===== src/rtl/core/sope_pkg.sv =====
`default_nettype none

package sope_pkg;

   localparam int DEF_Q_WIDTH       = 24;
   localparam int DEF_D_WIDTH       = 24;
   localparam int DEF_CORDIC_STAGES = 24;

   localparam int THR_WIDTH = 29;
   localparam logic [THR_WIDTH-1:0] THR_RESET = 29'd268435;

   localparam int QUEUE_DEPTH = 4;
   localparam int VAL_WIDTH   = 32;
   localparam int QUOT_WIDTH  = 30;

   localparam int CW = 34;
   typedef logic signed [CW-1:0] cword_type;

   localparam cword_type ONE_Q30       = 34'sd1073741824;
   localparam cword_type TWO_PI_S      = 34'sd1686629713;
   localparam cword_type HALF_TURN_Q28 = 34'sd843314856;
   localparam cword_type PI_Q28        = 34'sd843314857;
   localparam cword_type HALF_PI_Q28   = 34'sd421657428;
   localparam cword_type CORDIC_GAIN   = 34'sd652032874;

   localparam logic [30:0] TWO_PI_Q28 = 31'd1686629713;

   // ceil(2^34 / 3) and ceil(2^36 / 15)
   localparam logic [32:0] RECIP_3  = 33'd5726623062;
   localparam logic [32:0] RECIP_15 = 33'd4581298450;

   typedef struct packed {
      logic valid;
      logic ser;
   } sope_tag_type;

   function automatic cword_type atan_q30(input logic [4:0] idx);
      cword_type v;
      case (idx)
         5'd0:  v = 34'sd843314857;
         5'd1:  v = 34'sd497837829;
         5'd2:  v = 34'sd263043837;
         5'd3:  v = 34'sd133525159;
         5'd4:  v = 34'sd67021687;
         5'd5:  v = 34'sd33543516;
         5'd6:  v = 34'sd16775851;
         5'd7:  v = 34'sd8388437;
         5'd8:  v = 34'sd4194283;
         5'd9:  v = 34'sd2097149;
         5'd10: v = 34'sd1048576;
         5'd11: v = 34'sd524288;
         5'd12: v = 34'sd262144;
         5'd13: v = 34'sd131072;
         5'd14: v = 34'sd65536;
         5'd15: v = 34'sd32768;
         5'd16: v = 34'sd16384;
         5'd17: v = 34'sd8192;
         5'd18: v = 34'sd4096;
         5'd19: v = 34'sd2048;
         5'd20: v = 34'sd1024;
         5'd21: v = 34'sd512;
         5'd22: v = 34'sd256;
         5'd23: v = 34'sd128;
         5'd24: v = 34'sd64;
         5'd25: v = 34'sd32;
         5'd26: v = 34'sd16;
         5'd27: v = 34'sd8;
         5'd28: v = 34'sd4;
         5'd29: v = 34'sd2;
         5'd30: v = 34'sd1;
         5'd31: v = 34'sd1;
         default: v = '0;
      endcase
      return v;
   endfunction

endpackage

`default_nettype wire


===== src/rtl/core/sope_front.sv =====
`default_nettype none

module sope_front
   import sope_pkg::*;
#(
   parameter int Q_WIDTH = DEF_Q_WIDTH,
   parameter int D_WIDTH = DEF_D_WIDTH
) (
   input  logic                       clock,
   input  logic                       reset,
   input  logic                       req_valid,
   output logic                       req_ready,
   input  logic [Q_WIDTH-1:0]         req_q_value,
   input  logic [D_WIDTH-1:0]         req_d_value,
   input  logic                       csr_wr_en,
   input  logic [THR_WIDTH-1:0]       csr_wr_data,
   input  logic                       push_ready,
   output logic                       push_valid,
   output logic [Q_WIDTH+D_WIDTH-1:0] push_x,
   output logic                       push_ser
);
   localparam int XW = Q_WIDTH + D_WIDTH;
   localparam int CMP_WIDTH = (XW > THR_WIDTH) ? XW : THR_WIDTH;

   logic                 stage_en;
   logic                 v1_ff;
   logic                 v2_ff;
   logic [Q_WIDTH-1:0]   q_ff;
   logic [D_WIDTH-1:0]   d_ff;
   logic [XW-1:0]        x_ff;
   logic [XW-1:0]        x_in;
   logic [THR_WIDTH-1:0] thr_ff;

   assign stage_en  = !v2_ff || push_ready;
   assign req_ready = stage_en;
   assign x_in      = XW'(q_ff) * XW'(d_ff);

   always_ff @(posedge clock) begin
      if (reset) begin
         v1_ff  <= 1'b0;
         v2_ff  <= 1'b0;
         thr_ff <= THR_RESET;
      end else begin
         if (stage_en) begin
            v1_ff <= req_valid;
            v2_ff <= v1_ff;
         end
         if (csr_wr_en) begin
            thr_ff <= csr_wr_data;
         end
      end
   end

   always_ff @(posedge clock) begin
      if (stage_en) begin
         q_ff <= req_q_value;
         d_ff <= req_d_value;
         x_ff <= x_in;
      end
   end

   // zero product always takes the series
   assign push_valid = v2_ff;
   assign push_x     = x_ff;
   assign push_ser   = (x_ff == '0) || (CMP_WIDTH'(x_ff) < CMP_WIDTH'(thr_ff));

endmodule

`default_nettype wire


===== config.mk =====
export PLATFORM = sky130hd
export DESIGN_NAME = sope_front
export DESIGN_NICKNAME = d
export VERILOG_FILES = /design/src/rtl/core/sope_pkg.sv /design/src/rtl/core/sope_front.sv
export SDC_FILE = /design/constraint.sdc
export NUM_CORES = 2
export LEC_CHECK = 0
export ABC_CLOCK_PERIOD_IN_PS = 7300
export BUFFER_PORTS_ARGS = -buffer_cell sky130_fd_sc_hd__buf_2
export CAP_MARGIN = 20
export CORE_MARGIN = 8
export CORE_UTILIZATION = 60
export CTS_CLUSTER_DIAMETER = 30
export DETAILED_ROUTE_END_ITERATION = 10
export PLACE_DENSITY = 0.84
export SLEW_MARGIN = 10
export SYNTH_ARGS = -nofsm -noshare
export SYNTH_HDL_FRONTEND = slang
export SYNTH_SLANG_ARGS = --single-unit

===== constraint.sdc =====
create_clock -name clock -period 7.3 [get_ports clock]
set_clock_uncertainty 0.1 [all_clocks]
set_input_delay 0.365 -clock clock [delete_from_list [all_inputs] [get_ports clock]]
set_output_delay 0.365 -clock clock [all_outputs]
set_load 0.01 [all_outputs]

==> run_results.csv <==
group,metric,value,unit
run_status,outcome,"complete, no violations",
sta,finalSetupViolations,0,
floorplanning,core.rowCount,73,
floorplanning,ios,133,
placed_design,place_hpwl,51360,um
floorplanning,dieArea,0.04638,mm2
sta,worstMarginPinSlew,883.0,ps
clock_tree,cts_made_buffers,17,
synth,syn-num-nets,3262,
route,viasPerCell,5.595,
sta,slew-limit-headroom,41.13,%
cells_and_area,nFillCells,2784,
worst_setup_path,crit_fanout,14,
worst_setup_path,crit_arrival,7350,ps
worst_setup_path,startpoint_type,"flop",
sta,rsz0062_at_grt,"yes",
worst_setup_path,end_kind,"flop",
synth,synth_area_leaders,"fa_1, edfxtp_1, ha_1, inv_1, and2_1",
global_route,grt_pass1_vias,20440,
synth,avgSynthCellArea,9.553,um2
sta,min_period,7218,ps
floorplanning,design.core.area,0.03946,mm2
placed_design,globalplace.congestion,0.9815,
hold_path,hold_path.class,"in -> reg",
sta,fmax,0.1385,GHz
clock_tree,cts_tree,"yes",
sta,maxSlewViolCount,0,
clock_tree,root_buffer,"clkbuf_16",
placed_design,place_inst,3131,
synth,synth-edff-count,96,
worst_setup_path,path_class,"reg -> reg",
route,drt_iter0_markers,1503,
floorplanning,die_h,215.4,um
worst_setup_path,cp.required,7440,ps
global_route,antenna_found_initial,0,
global_route,grt-ovfl-total,0,
route,wl_per_cell,19.86,um
sta,timing.final.ws_setup,82.21,ps
placed_design,pre_cts_ws,10.65,ps
clock_tree,clk-insertion-delay-late,460,ps
floorplanning,start_util,60.43,%
route,num_vias,18230,
route,drt_pass1_iterations,6,
cells_and_area,area_growth,13.40,%
synth,synth.distinct_cells,60,
clock_tree,clk_path_buf_depth,2,
global_route,grt_start_max_net_pins,53,
route,ant_nets,0,
sta,finalHoldViolCount,0,
synth,syn_inst,2496,
synth,synth.yosys.seq_area_share,14.69,%
synth,synth_flop_cell,"edfxtp_1",
clock_tree,cts.clk_slew.worst_paths,80,ps
synth,synth-seq-cells,127,
synth,yosys_warnings,0,
route,drc,0,
cells_and_area,nets,3485,
floorplanning,die_x,215.4,um
global_route,grt_use_total,28.47,%
synth,synthArstFlopShare,0,%
cells_and_area,stdcell_count,3258,
placed_design,port_buffers,132,
sta,period_share,98.87,%
synth,synth_top_cell_area_share,40.47,%
clock_tree,cts-htree-levels,4,
synth,synth_area,0.02385,mm2
route,routed_wl,64720,um
clock_tree,clock-sinks,127,
job,drv_cap,0,
global_route,grt_first_pass_wirelength,104700,um
cells_and_area,layout-drive-gt1-share,12.15,%
synth,yosys.area.top_type,"fa_1",
Yosys cell counts (4+ instances only):
cell type / instances
dfxtp_1: 31
o21ai_0: 23
and2_1: 302
nand3_1: 9
mux2i_1: 24
and3_1: 8
nand2_1: 325
o21bai_1: 6
nor4_1: 12
o31ai_1: 5
a211o_1: 4
xnor2_1: 25
fa_1: 482
a21oi_1: 57
xor2_1: 15
edfxtp_1: 96
o21a_1: 5
nor3_1: 12
o211ai_1: 10
inv_1: 579
a21o_1: 27
ha_1: 202
nor2_1: 43
nand2b_1: 7
a31oi_1: 7
nor2b_1: 5
nand4_1: 14
clkbuf_1: 118
cell families after synthesis:
kind of cell	Yosys count	share of synthesized area, %
buffers and inverters	697	10.97
xor gates and xnor gates	40	1.469
and+or+nand+nor	749	15.76
DFF	127	14.69
adders and majority gates	684	51.07
muxes	24	1.007
AOI/OAI and AO/OA	175	5.032
layout by cell type (no fill, tap or decap), types with 6 or more instances in the layout:
| master | count |
|---|---|
| mux2i_1 | 24 |
| clkbuf_16 | 17 |
| ha_1 | 202 |
| nand2b_1 | 6 |
| o21ai_0 | 23 |
| a21oi_1 | 56 |
| nor4_1 | 11 |
| nand3_1 | 9 |
| dfxtp_1 | 31 |
| buf_2 | 132 |
| o21bai_1 | 6 |
| xnor2_1 | 25 |
| fa_1 | 481 |
| buf_4 | 133 |
| inv_1 | 579 |
| and2_1 | 302 |
| nand4_1 | 14 |
| buf_12 | 12 |
| nor3_1 | 11 |
| a31oi_1 | 7 |
| dlygate4sd3_1 | 44 |
| edfxtp_1 | 96 |
| nor2_1 | 43 |
| a21o_1 | 27 |
| nand2_1 | 325 |
| xor2_1 | 15 |
| o211ai_1 | 10 |
| and3_1 | 8 |
state kept, by name, indices dropped and copies added, names as in the netlist:
signal      cells
thr_ff         29
push_valid      1
q_ff           24
d_ff           24
push_x         48
v1_ff           1
per-layer routing:
metal,up-vias,routed length (um),share of wire [%],global-route usage [%]
li1,7950,-,-,-
met1,9114,22800,35,32.24
met2,889,33010,51,49.20
met3,277,4879,7.5,5.660
met4,0,4029,6.2,17.48
met5,-,0,0,0
cell type report:
type	instances	area [um2]	share of cell area, %
inverter	579	2173	8.038
clock inverter	15	163.9	0.6062
timing repair buffer	322	2351	8.695
clock buffer	17	425.4	1.573
antenna	1	2.502	0.009255
tap	525	656.9	2.429
multi-input combinational	1672	17760	65.69
sequential	127	3503	12.96
repair_timing:
item / CTS / global route
pin swaps: 0 / 1
setup buffers: 8 / 42
hold endpoints to repair: 44 / 0
gates resized for setup: 1 / 8
endpoints found under the setup margin: 3 / 15
hold buffers: 44 / 0
worst max-delay path, stage by stage (launching register included):
cell	delay [ps]
edfxtp_1	670
buf_4	300
and2_1	160
fa_1	550
inv_1	60
fa_1	550
fa_1	430
fa_1	510
inv_1	60
fa_1	460
fa_1	500
inv_1	60
fa_1	550
inv_1	60
ha_1	300
nand2_1	120
nor4bb_2	500
and2_1	200
a32oi_1	120
buf_4	200
nor4b_1	140
a2111oi_1	380
worst paths after layout:
path                                    startpoint                 endpoint  slack [ps]  depth (start not counted)
worst min-delay path               req_q_value[20]       q_ff[20]$_DFFE_PP_          20                          1
worst max-delay path            q_ff[12]$_DFFE_PP_     push_x[41]$_DFFE_PP_          80                         21
worst min register to register  v1_ff$_SDFFE_PP0P_  push_valid$_SDFFE_PP0P_         350                          2
worst max register to register  q_ff[12]$_DFFE_PP_     push_x[41]$_DFFE_PP_          80                         21
metrics by stage:
stage                     setup TNS (ps)  cell area [um2]  utilization [%]  hold WS [ps]
final                                  0            27040            68.53         21.12
after global routing              -98.54            27040            68.52         10.67
after CTS                              0            26610            67.43        0.1242
after detailed placement               0            25510            64.65         335.4
after global placement                 0            25510            64.65         334.8
after floorplan                        0            23850                -         324.9
Power is not shown: default switching activity piles up to over one toggle a cycle in this logic, so the estimate is an artifact.
