==> src/rtl/core/sope_pkg.sv <==
`default_nettype none

package sope_pkg;

   localparam int DEF_Q_WIDTH       = 24;
   localparam int DEF_D_WIDTH       = 24;
   localparam int DEF_CORDIC_STAGES = 24;

   localparam int THR_WIDTH = 29;
   localparam logic [THR_WIDTH-1:0] THR_RESET = 29'd268435;

   localparam int QUEUE_DEPTH = 4;
   localparam int VAL_WIDTH   = 32;
   localparam int QUOT_WIDTH  = 30;

   localparam int CW = 34;
   typedef logic signed [CW-1:0] cword_type;

   localparam cword_type ONE_Q30       = 34'sd1073741824;
   localparam cword_type TWO_PI_S      = 34'sd1686629713;
   localparam cword_type HALF_TURN_Q28 = 34'sd843314856;
   localparam cword_type PI_Q28        = 34'sd843314857;
   localparam cword_type HALF_PI_Q28   = 34'sd421657428;
   localparam cword_type CORDIC_GAIN   = 34'sd652032874;

   localparam logic [30:0] TWO_PI_Q28 = 31'd1686629713;

   // ceil(2^34 / 3) and ceil(2^36 / 15)
   localparam logic [32:0] RECIP_3  = 33'd5726623062;
   localparam logic [32:0] RECIP_15 = 33'd4581298450;

   typedef struct packed {
      logic valid;
      logic ser;
   } sope_tag_type;

   function automatic cword_type atan_q30(input logic [4:0] idx);
      cword_type v;
      case (idx)
         5'd0:  v = 34'sd843314857;
         5'd1:  v = 34'sd497837829;
         5'd2:  v = 34'sd263043837;
         5'd3:  v = 34'sd133525159;
         5'd4:  v = 34'sd67021687;
         5'd5:  v = 34'sd33543516;
         5'd6:  v = 34'sd16775851;
         5'd7:  v = 34'sd8388437;
         5'd8:  v = 34'sd4194283;
         5'd9:  v = 34'sd2097149;
         5'd10: v = 34'sd1048576;
         5'd11: v = 34'sd524288;
         5'd12: v = 34'sd262144;
         5'd13: v = 34'sd131072;
         5'd14: v = 34'sd65536;
         5'd15: v = 34'sd32768;
         5'd16: v = 34'sd16384;
         5'd17: v = 34'sd8192;
         5'd18: v = 34'sd4096;
         5'd19: v = 34'sd2048;
         5'd20: v = 34'sd1024;
         5'd21: v = 34'sd512;
         5'd22: v = 34'sd256;
         5'd23: v = 34'sd128;
         5'd24: v = 34'sd64;
         5'd25: v = 34'sd32;
         5'd26: v = 34'sd16;
         5'd27: v = 34'sd8;
         5'd28: v = 34'sd4;
         5'd29: v = 34'sd2;
         5'd30: v = 34'sd1;
         5'd31: v = 34'sd1;
         default: v = '0;
      endcase
      return v;
   endfunction

endpackage

`default_nettype wire

==> src/rtl/core/sope_queue.sv <==
`default_nettype none

module sope_queue
   import sope_pkg::*;
#(
   parameter int WIDTH = DEF_Q_WIDTH + DEF_D_WIDTH + 1
) (
   input  logic             clock,
   input  logic             reset,
   input  logic             push_valid,
   output logic             push_ready,
   input  logic [WIDTH-1:0] push_data,
   input  logic             pop,
   output logic             head_valid,
   output logic [WIDTH-1:0] head_data
);
   localparam int PTR_W = $clog2(QUEUE_DEPTH);
   localparam int CNT_W = PTR_W + 1;

   logic [WIDTH-1:0] mem_ff [QUEUE_DEPTH];
   logic [PTR_W-1:0] wr_ptr_ff;
   logic [PTR_W-1:0] rd_ptr_ff;
   logic [CNT_W-1:0] count_ff;
   logic [CNT_W-1:0] count_in;
   logic             push;

   assign push_ready = (count_ff != CNT_W'(QUEUE_DEPTH));
   assign push       = push_valid && push_ready;
   assign head_valid = (count_ff != '0);
   assign head_data  = mem_ff[rd_ptr_ff];

   always_comb begin
      count_in = count_ff;
      if (push && !pop) begin
         count_in = count_ff + 1'b1;
      end else if (pop && !push) begin
         count_in = count_ff - 1'b1;
      end
   end

   always_ff @(posedge clock) begin
      if (reset) begin
         wr_ptr_ff <= '0;
         rd_ptr_ff <= '0;
         count_ff  <= '0;
      end else begin
         count_ff <= count_in;
         if (push) begin
            wr_ptr_ff <= wr_ptr_ff + 1'b1;
         end
         if (pop) begin
            rd_ptr_ff <= rd_ptr_ff + 1'b1;
         end
      end
   end

   always_ff @(posedge clock) begin
      if (push) begin
         mem_ff[wr_ptr_ff] <= push_data;
      end
   end

`ifndef SYNTH
   a_count_up: assert property (@(posedge clock) disable iff (reset)
      (push && !pop) |=> (count_ff == $past(count_ff) + 1'b1))
      else $error("queue count did not follow a lone push");
`endif

endmodule

`default_nettype wire

==> config.mk <==
export PLATFORM = sky130hd
export DESIGN_NAME = sope_queue
export DESIGN_NICKNAME = d
export VERILOG_FILES = /design/src/rtl/core/sope_pkg.sv /design/src/rtl/core/sope_queue.sv
export SDC_FILE = /design/constraint.sdc
export NUM_CORES = 1
export LEC_CHECK = 0
export BUFFER_PORTS_ARGS = -buffer_cell sky130_fd_sc_hd__buf_2
export CAP_MARGIN = 5
export CORE_MARGIN = 2
export CORE_UTILIZATION = 32
export CTS_BUF_LIST = sky130_fd_sc_hd__clkbuf_16
export DETAILED_ROUTE_END_ITERATION = 12
export SLEW_MARGIN = 40
export SYNTH_ARGS = -nofsm -noshare
export SYNTH_HDL_FRONTEND = slang
export SYNTH_SLANG_ARGS = --single-unit
==> constraint.sdc <==
create_clock -name clock -period 2.9 [get_ports clock]
set_input_delay 0.58 -clock clock [delete_from_list [all_inputs] [get_ports clock]]
set_output_delay 0.58 -clock clock [all_outputs]
set_load 0.005 [all_outputs]
==> impl_metrics.tcl, run 1 <==
set metrics [dict create \
    post_synthesis_area_per_instance_um2 24.8 \
    post_synth_mux_area_share_pct 15.1 \
    synth_async_sr_flop_share_pct 0 \
    timing.fmax_mhz 375 \
    first_global_vias 3644 \
    detail_route.wl_per_cell_um 18.1 \
    critical_path_arrival_ps 2090 \
    drt_wl_total_um 13800 \
    path_clk_slew_ps 60 \
    timing.setup.critical_path_class "flip-flop to output pin" \
    yosys.area_share.xor_xnor_pct 0.464 \
    grt_first_pass_wirelength_um 20500 \
    clock_sink_count 205 \
    endpoint_kind "output pin" \
    cts_buffers 21 \
    die-height_um 158 \
    areaGrowthSynthToFinish_pct 21.4 \
    worst_hold_path.num_cells 1 \
    clock_tree.root_cell "sky130_fd_sc_hd__clkbuf_16" \
    final_layout_setup_total_negative_slack_ps 0 \
    worstHoldEndpoint "mem_ff[3][39]$_DFFE_PP_" \
    ys_seq_area_share_pct 80.4 \
    grt_start_max_net_pins 50 \
    synth.most_common_cell "sky130_fd_sc_hd__edfxtp_1" \
    largest_family_of_logic_cells_by_synthesized_area "multiplexers" \
    avgViaCountPerCell 4.49 \
    yosys-top-cells-area "sky130_fd_sc_hd__edfxtp_1 (78%), sky130_fd_sc_hd__mux4_2 (14%), sky130_fd_sc_hd__dfxtp_1 (2.4%)" \
    floorplan.die_area_um2 24800 \
    place.detailed.hpwl_um 7920 \
    placeable_core_region_um2 23300 \
    critPathRequiredTime_ps 2320 \
    syn-cell-area_um2 7550 \
    starting_density_pct 32.4 \
    fin_skew_ps 13.7 \
    setup_viol 0 \
    r2r_cells 8 \
    synthSimpleGateAreaFrac_pct 1.16 \
    outcome "completed" \
    max-slew-margin-rel_pct 64.6 \
    die_width_um 158 \
    synthesis_warning_total 0 \
    vdd_drop_max_uv 454 \
    ctsResizeCount 0 \
    yosys.area_share.adder_pct 1.09 \
    layout.filler_cells 2087 \
    synth_cell_type_count 25 \
    post-synth-top-area-cell "sky130_fd_sc_hd__edfxtp_1" \
    worstMarginPinSlew_ps 531 \
    first_pass_iters 4 \
    post_route_cells_drive_above_1_share_pct 43.9 \
    synth-seq-cells 205 \
    vias 3409 \
    fp-row-count 56 \
    cts_buffer_depth 3 \
    cts_max_level 1 \
    clk_latency_ps 490 \
    crit_fanout 14 \
    worst_r2r_startpoint "count_ff[0]$_SDFFE_PP0P_" \
    synth_largest_type_area_fraction_pct 78.0 \
    final.period_utilization_pct 92.1 \
    synth_commonest_cells "sky130_fd_sc_hd__edfxtp_1 (196), sky130_fd_sc_hd__mux4_2 (47), sky130_fd_sc_hd__dfxtp_1 (9)" \
    report.power.total_mw 7.02 \
    r2r_end "count_ff[2]$_SDFFE_PP0P_" \
    utilization_pct 39.3 \
    power.density_nw_per_um2 766 \
    netlist_instances 304 \
    final_max_slew_viol_count 0 \
    route.antenna.remaining_nets 0 \
    post_syn_nets 363 \
    synth_flop_cell "sky130_fd_sc_hd__edfxtp_1" \
    fin_worst_hold_slack_ps 306 \
    io_pins 104 \
    postCtsSetupRepairBufs 0 \
    drc 0 \
    tritoncts "done" \
    leakage_nw 3.08 \
    synth_compound_gate_area_share_pct 0.282 \
    numPortBuffers 103 \
    timing.hold.worst.class "primary input to flip-flop" \
    gp_routability_congestion 0.683 \
    count_of_nets_after_finishing 485 \
    global_route.usage.total_pct 11.1 \
    r2r_setup_slack_ps 680 \
    number_of_enable_flip_flop_cells_after_synthesis 196 \
    post-route-min-period_ps 2670 \
    gr-total-overflow 0 \
    worst_setup_path_start_kind "flip-flop" \
    worst_hold_startpoint "push_data[39]" \
    number_of_max_cap_violations 0 \
    antenna_violations_before_repair 2 \
    rsz0062_at_grt "no" \
    total_of_hold_buffers_inserted_after_clock_tree_synthesis 0 \
    detailedRoute.firstIterationViolations 190 \
    timing_hold_violations_final 0 \
]
flip-flops by register name, indices dropped and copies added (netlist names), named ones only:
name	count
mem_ff	196
rd_ptr_ff	2
wr_ptr_ff	2
count_ff	3
layout make-up:
cell class	count	area (µm²)	share of cell area, %
Sequential cell	205	6070	66.3
Multi-Input combinational cell	83	1370	15.0
Timing Repair Buffer	111	651	7.10
Clock buffer	21	526	5.74
Antenna cell	1	2.50	0.0273
Clock inverter	16	125	1.37
Inverter	4	15.0	0.164
Tap cell	319	399	4.36
worst max-delay path, stage by stage (launching register included):
cell,delay (ps)
sky130_fd_sc_hd__dfxtp_4,500
sky130_fd_sc_hd__buf_4,360
sky130_fd_sc_hd__mux4_1,590
sky130_fd_sc_hd__buf_2,140
where the power goes:
part / switching, mW / internal (mW)
clock: 1.02 / 1.49
combinational: 0.440 / 0.421
sequential: 0.0905 / 3.55
total: 1.55 / 5.46
worst max path at each step:
stage               slack (ps)                        to  depth (start not counted)
floorplan                  430    mem_ff[2][0]$_DFFE_PP_                          2
global placement           660  count_ff[2]$_SDFFE_PP0P_                          8
detailed placement         550  count_ff[2]$_SDFFE_PP0P_                          8
CTS                        140             head_data[41]                          3
global route                80             head_data[41]                          3
finish                     230             head_data[41]                          3
placed cells by master (no fill, tap or decap), types with 2 or more instances in the layout:
cell                         count
sky130_fd_sc_hd__nand2b_1        2
sky130_fd_sc_hd__mux4_1          2
sky130_fd_sc_hd__and2_2          4
sky130_fd_sc_hd__nand2_1         2
sky130_fd_sc_hd__mux2i_1         2
sky130_fd_sc_hd__clkinvlp_4      3
sky130_fd_sc_hd__bufinv_16       2
sky130_fd_sc_hd__buf_2         103
sky130_fd_sc_hd__buf_4           2
sky130_fd_sc_hd__or3_1           2
sky130_fd_sc_hd__xor2_1          3
sky130_fd_sc_hd__nor2_1          8
sky130_fd_sc_hd__clkinv_1        4
sky130_fd_sc_hd__edfxtp_1      196
sky130_fd_sc_hd__mux4_2         47
sky130_fd_sc_hd__clkbuf_16      21
sky130_fd_sc_hd__dfxtp_1         7
sky130_fd_sc_hd__ha_1            5
sky130_fd_sc_hd__inv_1          10
sky130_fd_sc_hd__buf_12          6
cell families (layout without fill, tap and decap cells):
family	after synthesis	in the layout
AOI/OAI and AO/OA	3	3
xor gates and xnor gates	4	4
adders and majority gates	6	6
buffers and inverters	16	152
DFF	205	205
muxes	52	52
other	0	1
and+or+nand+nor	18	18
metrics by stage:
stage | area, µm² | worst slack (ps) | std cells
2_1_floorplan | 7550 | 435 | 304
3_3_place_gp | 8510 | 663 | 722
3_5_place_dp | 8510 | 552 | 722
4_1_cts | 9160 | 138 | 759
5_1_grt | 9160 | 78.1 | 759
6_report | 9160 | 230 | 760
layer usage:
| metal | track usage (%) | routed length, µm | share of wire (%) | up-vias |
|---|---|---|---|---|
| li1 | - | - | - | 1523 |
| met1 | 13.9 | 5770 | 42 | 1770 |
| met2 | 18.7 | 6830 | 50 | 88 |
| met3 | 3.09 | 904 | 6.6 | 26 |
| met4 | 3.46 | 265 | 1.9 | 2 |
| met5 | 0 | 13 | 0.094 | - |
Note: power is estimated with default switching activity, not from simulation.
==> run 2, diff against run 1 <==
CTS_BUF_LIST = default   (was sky130_fd_sc_hd__clkbuf_16)
==> impl_metrics.tcl, run 2 (same netlist as run 1, synthesis figures left out) <==
set metrics [dict create \
    avgViaCountPerCell 4.48 \
    cts_max_level 1 \
    clock_sink_count 205 \
    cts_buffer_depth 3 \
    r2r_cells 8 \
    fp-row-count 56 \
    starting_density_pct 32.4 \
    power.density_nw_per_um2 775 \
    route.antenna.remaining_nets 0 \
    post_route_cells_drive_above_1_share_pct 44.5 \
    gp_routability_congestion 0.683 \
    io_pins 104 \
    clock_tree.root_cell "sky130_fd_sc_hd__clkbuf_16" \
    final.period_utilization_pct 92.1 \
    count_of_nets_after_finishing 485 \
    timing.fmax_mhz 375 \
    rsz0062_at_grt "no" \
    sequentialPowerShare_pct 51.1 \
    grt_first_pass_wirelength_um 20500 \
    power.share.switching_pct 21.9 \
    worst_hold_path.num_cells 1 \
    detail_route.wl_per_cell_um 18.2 \
    floorplan.die_area_um2 24800 \
    number_of_max_cap_violations 0 \
    vdd_drop_max_uv 453 \
    fin_skew_ps 10.3 \
    path_clk_slew_ps 60 \
    net_switching_power_mw 1.56 \
    report.power.total_mw 7.12 \
    global_route.usage.total_pct 11.1 \
    leakage_nw 3.07 \
    die-height_um 158 \
    die_width_um 158 \
    largest_register_ff_count 196 \
    worstHoldEndpoint "mem_ff[3][39]$_DFFE_PP_" \
    leading_registers_by_flop_count "mem_ff x196, count_ff x3" \
    utilization_pct 39.4 \
    worst_r2r_startpoint "count_ff[0]$_SDFFE_PP0P_" \
    post-route-min-period_ps 2670 \
    first_global_vias 3638 \
    setup_viol 0 \
    total_of_hold_buffers_inserted_after_clock_tree_synthesis 0 \
    detailedRoute.firstIterationViolations 175 \
    outcome "completed" \
    drt_wl_total_um 13800 \
    timing.setup.critical_path_class "flip-flop to output pin" \
    cellInternalPower_mw 5.56 \
    worst_setup_path_start_kind "flip-flop" \
    worst_hold_startpoint "push_data[39]" \
    crit_fanout 14 \
    timing.hold.worst.class "primary input to flip-flop" \
    placeable_core_region_um2 23300 \
    drc 0 \
    ctsResizeCount 0 \
    antenna_violations_before_repair 2 \
    share_comb_of_total_power_pct 12.1 \
    first_pass_iters 4 \
    final_max_slew_viol_count 0 \
    max-slew-margin-rel_pct 64.6 \
    mostFrequentLayoutCells "sky130_fd_sc_hd__edfxtp_1 (196), sky130_fd_sc_hd__buf_2 (103), sky130_fd_sc_hd__mux4_2 (47)" \
    clock_power_share_pct 36.8 \
    critical_path_arrival_ps 2090 \
    place.detailed.hpwl_um 7920 \
    r2r_end "count_ff[2]$_SDFFE_PP0P_" \
    vias 3403 \
    final_layout_setup_total_negative_slack_ps 0 \
    r2r_setup_slack_ps 680 \
    worstMarginPinSlew_ps 531 \
    critPathRequiredTime_ps 2320 \
    timing_hold_violations_final 0 \
    largest_register "mem_ff" \
    layout.filler_cells 2083 \
    numPortBuffers 103 \
    endpoint_kind "output pin" \
    areaGrowthSynthToFinish_pct 21.8 \
    postCtsSetupRepairBufs 0 \
    gr-total-overflow 0 \
    most_common_cell_after_layout_fill_and_taps_aside "sky130_fd_sc_hd__edfxtp_1" \
    cts_buffers 21 \
    tritoncts "done" \
    clk_latency_ps 490 \
    grt_start_max_net_pins 50 \
]
run 2: cell types whose count changed in the layout (fill, tap and decap cells not counted), sizes merged:
cell | before | now
clkbuf | 21 | 30
inv | 10 | 4
clkinv | 5 | 2
run 2: power by group through the flow:
stage	combinational (mW)	clock, mW	sequential (mW)
after global routing	0.947	2.83	3.67
after detailed placement	0.886	0	3.71
after global placement	0.864	0	3.69
after CTS	0.889	2.72	3.65
final	0.860	2.62	3.64
after floorplan	0.513	0	3.68
run 2: cell type report:
type	count	area, µm²	area share (%)
Sequential cell	205	6070	66.0
Multi-Input combinational cell	83	1370	14.9
Timing Repair Buffer	111	651	7.08
Clock buffer	30	589	6.41
Tap cell	319	399	4.34
Clock inverter	7	91.3	0.994
Inverter	4	15.0	0.163
Antenna cell	1	2.50	0.0272
run 2: per-layer routing:
layer | track usage (%) | share of wire, %
met5 | 0 | 0.094
met4 | 3.25 | 1.8
met3 | 3.26 | 6.5
met2 | 18.7 | 50
met1 | 13.9 | 42
run 2: worst max-delay path: stages (launching register included):
cell and delay (ps):
sky130_fd_sc_hd__dfxtp_4 500, sky130_fd_sc_hd__buf_4 360, sky130_fd_sc_hd__mux4_1 590, sky130_fd_sc_hd__buf_2 140
run 2: how the worst max path moves through the flow:
stage / start / endpoint / slack (ps) / depth (start not counted)
2_1_floorplan: push_valid / mem_ff[2][0]$_DFFE_PP_ / 430 / 2
3_3_place_gp: push_valid / count_ff[2]$_SDFFE_PP0P_ / 660 / 8
3_5_place_dp: push_valid / count_ff[2]$_SDFFE_PP0P_ / 550 / 8
4_1_cts: flip-flop / head_data[41] / 140 / 3
5_1_grt: flip-flop / head_data[41] / 80 / 3
6_report: flip-flop / head_data[41] / 230 / 3
run 2: metrics by stage:
step	hold slack (ps)	worst slack, ps	cells	instance area [µm²]
final	306	230	760	9190
after detailed placement	513	552	722	8510
after floorplan	482	435	304	7550
after global placement	496	663	722	8510
after CTS	277	138	759	9190
after global routing	284	78.1	759	9190
